### config.mk
export PLATFORM = sky130hd
export DESIGN_NAME = uniform_random_range_generator
export DESIGN_NICKNAME = d
export VERILOG_FILES = /design/src/sv/urrg_pkg.sv /design/src/sv/urrg_front.sv /design/src/sv/urrg_queue.sv /design/src/sv/urrg_back.sv /design/src/sv/uniform_random_range_generator.sv
export SDC_FILE = /design/constraint.sdc
export NUM_CORES = 2
export LEC_CHECK = 0
export ABC_AREA = 1
export BUFFER_PORTS_ARGS = -buffer_cell sky130_fd_sc_hd__buf_2
export CAP_MARGIN = 40
export CORE_MARGIN = 4
export CORE_UTILIZATION = 30
export DETAILED_ROUTE_END_ITERATION = 7
export PLACE_DENSITY_LB_ADDON = 0.25
export SLEW_MARGIN = 40
export SYNTH_ARGS = -nofsm -noshare
export SYNTH_HDL_FRONTEND = slang
export SYNTH_SLANG_ARGS = --single-unit
### constraint.sdc
create_clock -name clk -period 11.2 [get_ports clk]
set_clock_uncertainty 0.2 [all_clocks]
set_input_delay 0.56 -clock clk [delete_from_list [all_inputs] [get_ports clk]]
set_output_delay 0.56 -clock clk [all_outputs]
set_load 0.03 [all_outputs]
### src/sv/urrg_pkg.sv
// urrg_pkg: shared types and constants for the uniform random range generator
// request and result payloads, command codes, queue entry layout
// no dependencies
package urrg_pkg;

  localparam logic [31:0] LCG_MUL    = 32'd69069;
  localparam logic [31:0] LCG_INC    = 32'd1;
  localparam logic [31:0] SEED_SUBST = 32'd259341593;
  localparam logic [31:0] SIGN_BIT   = 32'h8000_0000;
  localparam logic [31:0] SMAX       = 32'h7FFF_FFFF;

  localparam int MANT_LSB  = 9;
  localparam int MANT_W    = 23;
  localparam int SPAN_W    = 33;
  localparam int PROD_W    = SPAN_W + MANT_W;
  localparam int SUM_W     = PROD_W + 1;
  localparam int FRAC_W    = 2 * MANT_W;
  localparam int QHI_W     = SUM_W - MANT_W;
  localparam int SUMHI_W   = SUM_W - FRAC_W;
  localparam int IP_W      = 36;

  localparam int QUEUE_AW    = 2;
  localparam int QUEUE_DEPTH = 1 << QUEUE_AW;

  typedef enum logic [1:0] {
    CMD_LOAD     = 2'd0,
    CMD_FULL     = 2'd1,
    CMD_SIGNED   = 2'd2,
    CMD_UNSIGNED = 2'd3
  } cmd_e;

  typedef struct packed {
    logic [1:0]  cmd;
    logic [31:0] operand_a;
    logic [31:0] operand_b;
  } req_t;

  typedef struct packed {
    logic [31:0] value;
    logic [31:0] seed_out;
  } res_t;

  // classified request handed from front to back
  typedef struct packed {
    logic        pass;
    logic        noclamp;
    logic        flip;
    logic [31:0] lo;
    logic [31:0] hi;
    logic [31:0] seed;
  } job_t;

endpackage

### src/sv/urrg_front.sv
// urrg_front: accepts requests, resolves range bounds and advances the seed
// depends on urrg_pkg
module urrg_front (
  input  logic          clk,
  input  logic          rst,
  input  logic          push,
  input  urrg_pkg::req_t req,
  output logic          full,
  input  logic          q_full,
  output logic          enq,
  output urrg_pkg::job_t job
);
  import urrg_pkg::*;

  logic [31:0] seed;
  logic [31:0] seed_next;
  logic [31:0] seed_cur;
  logic [31:0] seed_adv;
  logic [31:0] lo;
  logic [31:0] hi;
  logic        is_load;
  logic        is_draw;
  logic        is_uns;
  logic        no_span;
  logic        advance;

  assign full = q_full;
  assign enq  = push & ~q_full;

  assign seed_cur = (seed == 32'd0) ? SEED_SUBST : seed;
  assign seed_adv = 32'(seed_cur * LCG_MUL) + LCG_INC;

  always_comb begin
    is_load = 1'b0;
    is_uns  = 1'b0;
    lo      = 32'd0;
    hi      = 32'd0;
    unique case (req.cmd)
      CMD_LOAD: begin
        is_load = 1'b1;
      end
      CMD_FULL: begin
        lo = SIGN_BIT;
        hi = SMAX;
      end
      CMD_SIGNED: begin
        lo = req.operand_a;
        hi = req.operand_b;
      end
      CMD_UNSIGNED: begin
        is_uns = 1'b1;
        if (req.operand_a < req.operand_b) begin
          lo = req.operand_a ^ SIGN_BIT;
          hi = req.operand_b ^ SIGN_BIT;
        end else begin
          lo = req.operand_b ^ SIGN_BIT;
          hi = req.operand_a ^ SIGN_BIT;
        end
      end
      default: begin
        is_load = 1'b1;
      end
    endcase
    is_draw = ~is_load;
    no_span = $signed(lo) >= $signed(hi);
    advance = is_draw & ~no_span;
    if (is_load) begin
      seed_next = req.operand_a;
    end else if (advance) begin
      seed_next = seed_adv;
    end else begin
      seed_next = seed;
    end
  end

  always_comb begin
    job.pass    = is_load | no_span;
    job.noclamp = (lo == SIGN_BIT) & (hi == SMAX);
    job.flip    = is_uns;
    job.lo      = lo;
    job.hi      = hi;
    job.seed    = seed_next;
  end

  always_ff @(posedge clk) begin
    if (rst) begin
      seed <= 32'd0;
    end else if (enq) begin
      seed <= seed_next;
    end
  end

endmodule

### src/sv/urrg_queue.sv
// urrg_queue: short queue of classified requests between front and back
// depends on urrg_pkg
module urrg_queue (
  input  logic          clk,
  input  logic          rst,
  input  logic          enq,
  input  urrg_pkg::job_t enq_job,
  output logic          q_full,
  input  logic          deq,
  output logic          q_vld,
  output urrg_pkg::job_t q_job
);
  import urrg_pkg::*;

  job_t                entries [QUEUE_DEPTH];
  logic [QUEUE_AW-1:0] wptr;
  logic [QUEUE_AW-1:0] rptr;
  logic [QUEUE_AW:0]   count;

  assign q_full = count == (QUEUE_AW + 1)'(QUEUE_DEPTH);
  assign q_vld  = count != '0;
  assign q_job  = entries[rptr];

  always_ff @(posedge clk) begin
    if (rst) begin
      wptr  <= '0;
      rptr  <= '0;
      count <= '0;
    end else begin
      if (enq) begin
        wptr <= wptr + 1'b1;
      end
      if (deq) begin
        rptr <= rptr + 1'b1;
      end
      unique case ({enq, deq})
        2'b10:   count <= count + 1'b1;
        2'b01:   count <= count - 1'b1;
        default: count <= count;
      endcase
    end
  end

  always_ff @(posedge clk) begin
    if (enq) begin
      entries[wptr] <= enq_job;
    end
  end

endmodule

### src/sv/urrg_back.sv
// urrg_back: six-stage pipeline that scales the span by the seed fraction,
// rounds, clamps and registers the result; depends on urrg_pkg
module urrg_back (
  input  logic          clk,
  input  logic          rst,
  input  logic          q_vld,
  input  urrg_pkg::job_t q_job,
  output logic          deq,
  input  logic          pop,
  output logic          res_vld,
  output urrg_pkg::res_t res
);
  import urrg_pkg::*;

  logic [5:0]          vld;
  logic [5:0]          take;
  logic [5:0]          leave;
  job_t                jb [5];

  logic [SPAN_W-1:0]   span1;
  logic [SPAN_W-1:0]   span2;
  logic [PROD_W-1:0]   y2;
  logic [PROD_W-1:0]   y3;
  logic [SUM_W-1:0]    x3;
  logic [QHI_W-1:0]    xhi4;
  logic [SUMHI_W-1:0]  sumhi4;
  logic                remnz4;
  logic [IP_W-1:0]     ip5;
  logic                remnz5;

  logic [SPAN_W-1:0]   span_c;
  logic [SUM_W-1:0]    sum_c;
  logic [IP_W-1:0]     ip_c;
  logic [IP_W-1:0]     adj_c;
  logic [IP_W-1:0]     lo_c;
  logic [IP_W-1:0]     hi_c;
  logic [31:0]         val_c;
  res_t                res_c;

  assign deq     = take[0];
  assign res_vld = vld[5];

  always_comb begin
    leave[5] = vld[5] & pop;
    for (int k = 4; k >= 0; k--) begin
      leave[k] = vld[k] & (~vld[k+1] | leave[k+1]);
    end
    take[0] = q_vld & (~vld[0] | leave[0]);
    for (int k = 1; k < 6; k++) begin
      take[k] = leave[k-1];
    end
  end

  always_ff @(posedge clk) begin
    if (rst) begin
      vld <= '0;
    end else begin
      vld <= take | (vld & ~leave);
    end
  end

  assign span_c = {q_job.hi[31], q_job.hi} - {q_job.lo[31], q_job.lo} + SPAN_W'(1);
  assign sum_c  = SUM_W'({x3[MANT_W-1:0], {MANT_W{1'b0}}}) + SUM_W'(y3);
  assign ip_c   = IP_W'(xhi4) + IP_W'(sumhi4) + {{(IP_W-32){jb[3].lo[31]}}, jb[3].lo};

  always_comb begin
    lo_c  = {{(IP_W-32){jb[4].lo[31]}}, jb[4].lo};
    hi_c  = {{(IP_W-32){jb[4].hi[31]}}, jb[4].hi};
    adj_c = ip5;
    if (ip5[IP_W-1] && !remnz5) begin
      adj_c = ip5 - IP_W'(1);
    end
    if (!jb[4].noclamp) begin
      if ($signed(adj_c) < $signed(lo_c)) begin
        adj_c = lo_c;
      end else if ($signed(adj_c) > $signed(hi_c)) begin
        adj_c = hi_c;
      end
    end
    val_c = jb[4].pass ? jb[4].lo : adj_c[31:0];
    res_c.value    = val_c ^ (jb[4].flip ? SIGN_BIT : 32'd0);
    res_c.seed_out = jb[4].seed;
  end

  always_ff @(posedge clk) begin
    if (take[0]) begin
      jb[0] <= q_job;
      span1 <= span_c;
    end
    if (take[1]) begin
      jb[1] <= jb[0];
      span2 <= span1;
      y2    <= PROD_W'(span1) * PROD_W'(jb[0].seed[31:MANT_LSB]);
    end
    if (take[2]) begin
      jb[2] <= jb[1];
      y3    <= y2;
      x3    <= SUM_W'(y2) + SUM_W'(span2);
    end
    if (take[3]) begin
      jb[3]  <= jb[2];
      xhi4   <= x3[SUM_W-1:MANT_W];
      sumhi4 <= sum_c[SUM_W-1:FRAC_W];
      remnz4 <= |sum_c[FRAC_W-1:0];
    end
    if (take[4]) begin
      jb[4]  <= jb[3];
      ip5    <= ip_c;
      remnz5 <= remnz4;
    end
    if (take[5]) begin
      res <= res_c;
    end
  end

endmodule

### src/sv/uniform_random_range_generator.sv
// uniform_random_range_generator: top level, front, queue and back joined
// depends on urrg_pkg, urrg_front, urrg_queue, urrg_back
//
// Takes one request per cycle while full is low and returns one result per
// request, in order. The seed update (one constant multiply-add) is done in the
// front as each request is taken, so requests may follow each other every cycle
// until the request queue fills. A result passes through the request queue and
// then the six-stage scaling pipeline (span, multiply, three adds, rounding and
// clamp). Seed loads and empty ranges take the same path.
module uniform_random_range_generator (
  input  logic          clk,
  input  logic          rst,
  input  logic          push,
  output logic          full,
  input  urrg_pkg::req_t req,
  output logic          empty,
  input  logic          pop,
  output urrg_pkg::res_t res
);
  import urrg_pkg::*;

  logic q_full;
  logic enq;
  job_t enq_job;
  logic deq;
  logic q_vld;
  job_t q_job;
  logic res_vld;

  urrg_front u_front (
    .clk    (clk),
    .rst    (rst),
    .push   (push),
    .req    (req),
    .full   (full),
    .q_full (q_full),
    .enq    (enq),
    .job    (enq_job)
  );

  urrg_queue u_queue (
    .clk     (clk),
    .rst     (rst),
    .enq     (enq),
    .enq_job (enq_job),
    .q_full  (q_full),
    .deq     (deq),
    .q_vld   (q_vld),
    .q_job   (q_job)
  );

  urrg_back u_back (
    .clk     (clk),
    .rst     (rst),
    .q_vld   (q_vld),
    .q_job   (q_job),
    .deq     (deq),
    .pop     (pop),
    .res_vld (res_vld),
    .res     (res)
  );

  assign empty = ~res_vld;

endmodule

== Yosys cells after proc, flatten, opt, wreduce, memory -nomap -nowiden ==
Memories as Yosys holds them, arrays and structs flattened. A register that Yosys moved wholly into a read port is not among the register bits.
Index checks and enable logic that the tools add are counted.

* Bits in registers: 427
* Word-level logic and storage cells: 114
* Bits in writable memories: 891
* Memories kept: 2
* Input bits: 70

{| class="wikitable"
|+ Memories
! name !! depth !! width !! rd ports !! clocked after memory_dff !! write ports !! line !! source
|-
| u_back.jb || 5 || 99 || 5 || 0 || 5 || urrg_back.sv:18 || <nowiki>job_t jb [5];</nowiki>
|-
| u_queue.entries || 4 || 99 || 1 || 1 || 1 || urrg_queue.sv:15 || <nowiki>job_t entries [QUEUE_DEPTH];</nowiki>
|}

* Multiply operators: 2
* Multiplexer cells: 30
* Bitwise logic cells: 32
* Order comparisons: 4
* Eq/ne operators: 8
* Reductions and logical operators: 7
* $add $sub $neg: 12

{| class="wikitable"
|+ Operators with widths
! operator !! count
|-
| 32-bit 2-to-1 mux || 10
|-
| 32-bit case mux with 3 select lines || 2
|-
| 46-bit by 56-bit adder with 57-bit output || 1
|-
| 56-bit by 33-bit adder with 57-bit output || 1
|-
| 33-bit by 23-bit multiplier with 56-bit output || 1
|-
| 46-bit OR reduction || 1
|-
| 36-bit adder || 1
|-
| 36-bit by 32-bit greater-than comparator with 1-bit output || 1
|-
| 36-bit by 32-bit less-than comparator with 1-bit output || 1
|-
| 36-bit 2-to-1 mux || 1
|-
| 36-bit by 1-bit subtractor with 36-bit output, second input constant || 1
|-
| 34-bit by 11-bit adder with 35-bit output || 1
|-
| 33-bit by 1-bit adder with 33-bit output, second input constant || 1
|-
| 32-bit by 32-bit subtractor with 33-bit output || 1
|-
| 32-bit by 1-bit adder with 32-bit output, second input constant || 1
|-
| 32-bit by 31-bit equality test with 1-bit output, second input constant || 1
|-
| 32-bit equality test, second input constant || 1
|-
| 32-bit >= comparator || 1
|-
| 32-bit zero test || 1
|-
| 32-bit less-than comparator || 1
|-
| 32-bit by 17-bit multiplier with 32-bit output, second input constant || 1
|-
| 32-bit XOR || 1
|-
| 1-bit 2-to-1 mux || 14
|-
| 1-bit inverter || 11
|-
| other kinds (18) || 38
|}

== Logic depth before layout (Yosys ltp) ==
* Depth in word-level cells: 15
* Depth in mapped cells: 37
* Gate-level depth less buffers: 35

== Hierarchy ==
A second synthesis with hierarchy kept.

* Cells, all modules: 9,600
* Area total of the unflattened synthesis: 93,564.7 µm²

{| class="wikitable"
|+ Modules (own cells, without submodules)
! module !! area an instance (µm²) !! seq. area each (µm²) !! times used !! cells an instance
|-
| urrg_back || 64,575.7 || 26,455.4 || 1 || 6,403
|-
| urrg_queue || 15,080.7 || 12,071.6 || 1 || 1,015
|-
| urrg_front || 13,904.6 || 640.6 || 1 || 2,181
|-
| uniform_random_range_generator || 3.8 || 0.0 || 1 || 1
|}

== Worst setup path after synthesis ==
OpenSTA, ideal clock, no wires.

* Kind: input to register
* From: input pop
* To: memory u_back.jb[0][198] (netlist name), enable pin
* Cell stages on the path: 8
* Data arrival time: 9,794 ps
* Setup slack: 413 ps
* Cells stage by stage: inv_1 -> nand2_1 -> nor2_1 -> inv_1 -> nor2_1 -> inv_1 -> nor2_1 -> nor2_1

{| class="wikitable"
|+ RTL lines
! element !! line !! source
|-
| start: declaration || uniform_random_range_generator.sv:17 || <nowiki>input logic pop,</nowiki>
|-
| end: declaration || urrg_back.sv:18 ||
|}

== Worst setup path in the final report ==
* From: register u_back.span1[15]
* To: register u_back.y2[47] (data pin)

* Cells in the longest elaborated chain, start to end: 1

{| class="wikitable"
|+ Ends and longest elaborated chain
! element !! line !! source
|-
| start: declaration || urrg_back.sv:20 || <nowiki>logic [SPAN_W-1:0] span1;</nowiki>
|-
| start signal: assignment || urrg_back.sv:88 || <nowiki>span1 <= span_c;</nowiki>
|-
| 33-bit by 23-bit multiplier with 56-bit output || urrg_back.sv:93 || <nowiki>y2 <= PROD_W'(span1) * PROD_W'(jb[0].seed[31:MANT_LSB]);</nowiki>
|-
| end signal: assignment || urrg_back.sv:93 ||
|-
| end: declaration || urrg_back.sv:22 || <nowiki>logic [PROD_W-1:0] y2;</nowiki>
|}

Every way passes these cells.
A chain may end at the register's enable or synchronous reset.

==> results_dict.tcl <==
set metrics [dict create \
    die_h_um 564 \
    ios 136 \
    postCtsSetupRepairBufs 0 \
    grt_max_degree 146 \
    path_clk_slew_ps 80 \
    syn_area_mm2 0.0927 \
    dr.pass1.iters 6 \
    cts_root_buf "clkbuf_16" \
    tns_ps 0 \
    dieWidth_um 564 \
    fin_ws_ps 3040 \
    crit_slowest_cell "edfxtp_1" \
    synth_cell_types 63 \
    tightest_slew_ps 953 \
    grt_pass1_wl_um 414000 \
    initialDrtViolationCount 4678 \
    worst_setup_path_start_kind "register" \
    required_ps 11500 \
    timing.hold.ws_ps 83.2 \
    synth_nets 11000 \
    cp_max_fo 13 \
    place_inst 13500 \
    clkLatencyLatePin_ps 820 \
    antenna_left 0 \
    synthTopCellsByArea "edfxtp_1, fa_1, ha_1, inv_1, nand2_1" \
    dieArea_mm2 0.318 \
    drc_errors 0 \
    synth_edf_count 1273 \
    num_rows 203 \
    crit_chain "buf_6, buf_4, nand2_1, fa_1, inv_1, fa_1, fa_1, fa_1, fa_1, fa_1, inv_1, fa_1, inv_1, ha_1, nand2_1, inv_1, a21oi_1, a21boi_0, o21ai_0, a21oi_1, nor2_1, nor2_1, o21bai_1, xor2_1" \
    grt_overflow 0 \
    cts_tree "done" \
    rsz0062_at_grt "no" \
    hold_viol 0 \
    status "completed" \
    yosys.area.top_type "edfxtp_1" \
    ys_warn_count 0 \
    dp_slack_ps 2940 \
    design.core.area_mm2 0.307 \
    max_cap_violations 0 \
    cts_buffer_depth 4 \
    crit_type "reg -> reg" \
    setup_viol 0 \
    relSlewSlack 0.363 \
    grt_pass1_vias 66500 \
    cpLargestDelayFamily "adder cells" \
    vias_per_cell 4.70 \
    htreeDepth 4 \
    maxSlewViolCount 0 \
    ys_ff_latch 1320 \
    async_flop_share 0 \
    critPathMaxStageDelay_ps 680 \
    clock-sinks 1320 \
    area_growth_pct 11.2 \
    ys_seq_area_frac 0.422 \
    fin_crit_sh 0.728 \
    syn_inst 9448 \
    max_freq_ghz 0.123 \
    initial_utilization 0.302 \
    num_vias 64700 \
    layout-drive-gt1-share 0.0534 \
    synth_top_cell_area_share 0.412 \
    synth_ff_type "edfxtp_1" \
    portBuffers 135 \
    drt-wirelength-per-cell_um 19.9 \
    min_period_ps 8160 \
    hpwl_um 203000 \
    path_buf_inv 6 \
    gp_congestion 0.928 \
    worstPathArrival_ps 8460 \
    nNetsFinal 11100 \
    nFillCells 31300 \
    numCtsBuffers 151 \
    min_path_type "in -> reg" \
    avgSynthCellArea_um2 9.82 \
    wirelength_um 274000 \
    path_common_cell "fa_1" \
    antenna_found_initial 28 \
    cp-end-kind "register" \
    fin_cells 13800 \
    grt_usage 0.171 \
]
[Yosys cell counts, types with 47 or more instances]
cell type / number
o21ai_0: 384
inv_1: 2006
edfxtp_1: 1273
clkbuf_1: 269
nor3_1: 59
xor2_1: 183
xnor2_1: 101
nand3_1: 235
ha_1: 656
nand2_1: 1957
fa_1: 799
nor2_1: 534
dfxtp_1: 47
o22ai_1: 68
a21oi_1: 471
nand4_1: 57
[per-stage QoR]
stage | area, µm² | utilization
after CTS | 103000 | 0.336
final | 103000 | 0.336
after global placement | 98200 | 0.320
after detailed placement | 98200 | 0.320
after floorplan | 92700 | -
after global routing | 103000 | 0.336
[timing repair]
item | 4_1_cts | 5_1_grt
endpoints found under the setup margin | 0 | 0
hold endpoints to repair | 12 | 0
gates resized for setup | 0 | 0
hold buffers | 5 | 0
[worst min-delay path, delay by kind of cell]
kind | cells | cell delay (ps)
simple gates | 1 | 40
compound gates | 1 | 140
buf+inv | 3 | 300
[path summary, 6_finish.rpt]
check,from,end,slack [ps],cells past startpoint
max,u_back.span1[15],u_back.y2[47],3040,24
min reg2reg,u_back.x3[48],u_back.xhi4[25],170,0
max reg2reg,u_back.span1[15],u_back.y2[47],3040,24
min,push,u_queue.wptr[0],80,5
[layer usage]
layer,wire length (µm),up-vias,GRT usage
li1,-,30300,-
met1,126000,32200,0.239
met2,124000,1890,0.272
met3,17000,353,0.0295
met4,7710,22,0.0468
met5,128,-,0
[registers in the layout, summed over array words and instances, names as in the netlist, 2 cells and up, named ones only]
signal           flops
u_queue.count        3
u_back.y3           56
u_back.res          64
u_back.span2        33
u_back.xhi4         34
u_back.x3           57
u_back.sumhi4       11
u_back.ip5          36
u_back.vld           6
u_queue.entries    396
u_back.y2           56
u_front.seed        32
u_queue.rptr         2
u_queue.wptr         2
u_back.span1        33
u_back.jb          495
[cell families after synthesis]
family | synth area share
simple gates | 0.126
buf+inv | 0.0950
fa+ha+maj | 0.261
flops | 0.422
compound gates | 0.0684
xor+xnor | 0.0270
[placed cells by master (no fill, tap or decap), types with 101 or more instances in the layout]
cell type     n
xor2_1      180
clkbuf_16   155
nor2_1      526
ha_1        656
edfxtp_1   1273
inv_1      1998
nand2_1    1957
nand3_1     235
xnor2_1     101
o21ai_0     384
fa_1        799
buf_2       135
a21oi_1     470
[area by class of cell]
| cell class | count | area (µm²) | share of cell area |
|---|---|---|---|
| multi-input combinational | 5800 | 44800 | 0.435 |
| antenna | 18 | 45.0 | 0.000437 |
| timing repair buffer | 248 | 1630 | 0.0158 |
| clock inverter | 88 | 711 | 0.00689 |
| sequential | 1320 | 39200 | 0.380 |
| tap | 4100 | 5130 | 0.0498 |
| clock buffer | 181 | 3980 | 0.0386 |
| inverter | 2011 | 7570 | 0.0735 |
Power is not shown: default switching activity piles up to over one toggle a cycle in this logic, so the estimate is an artifact.
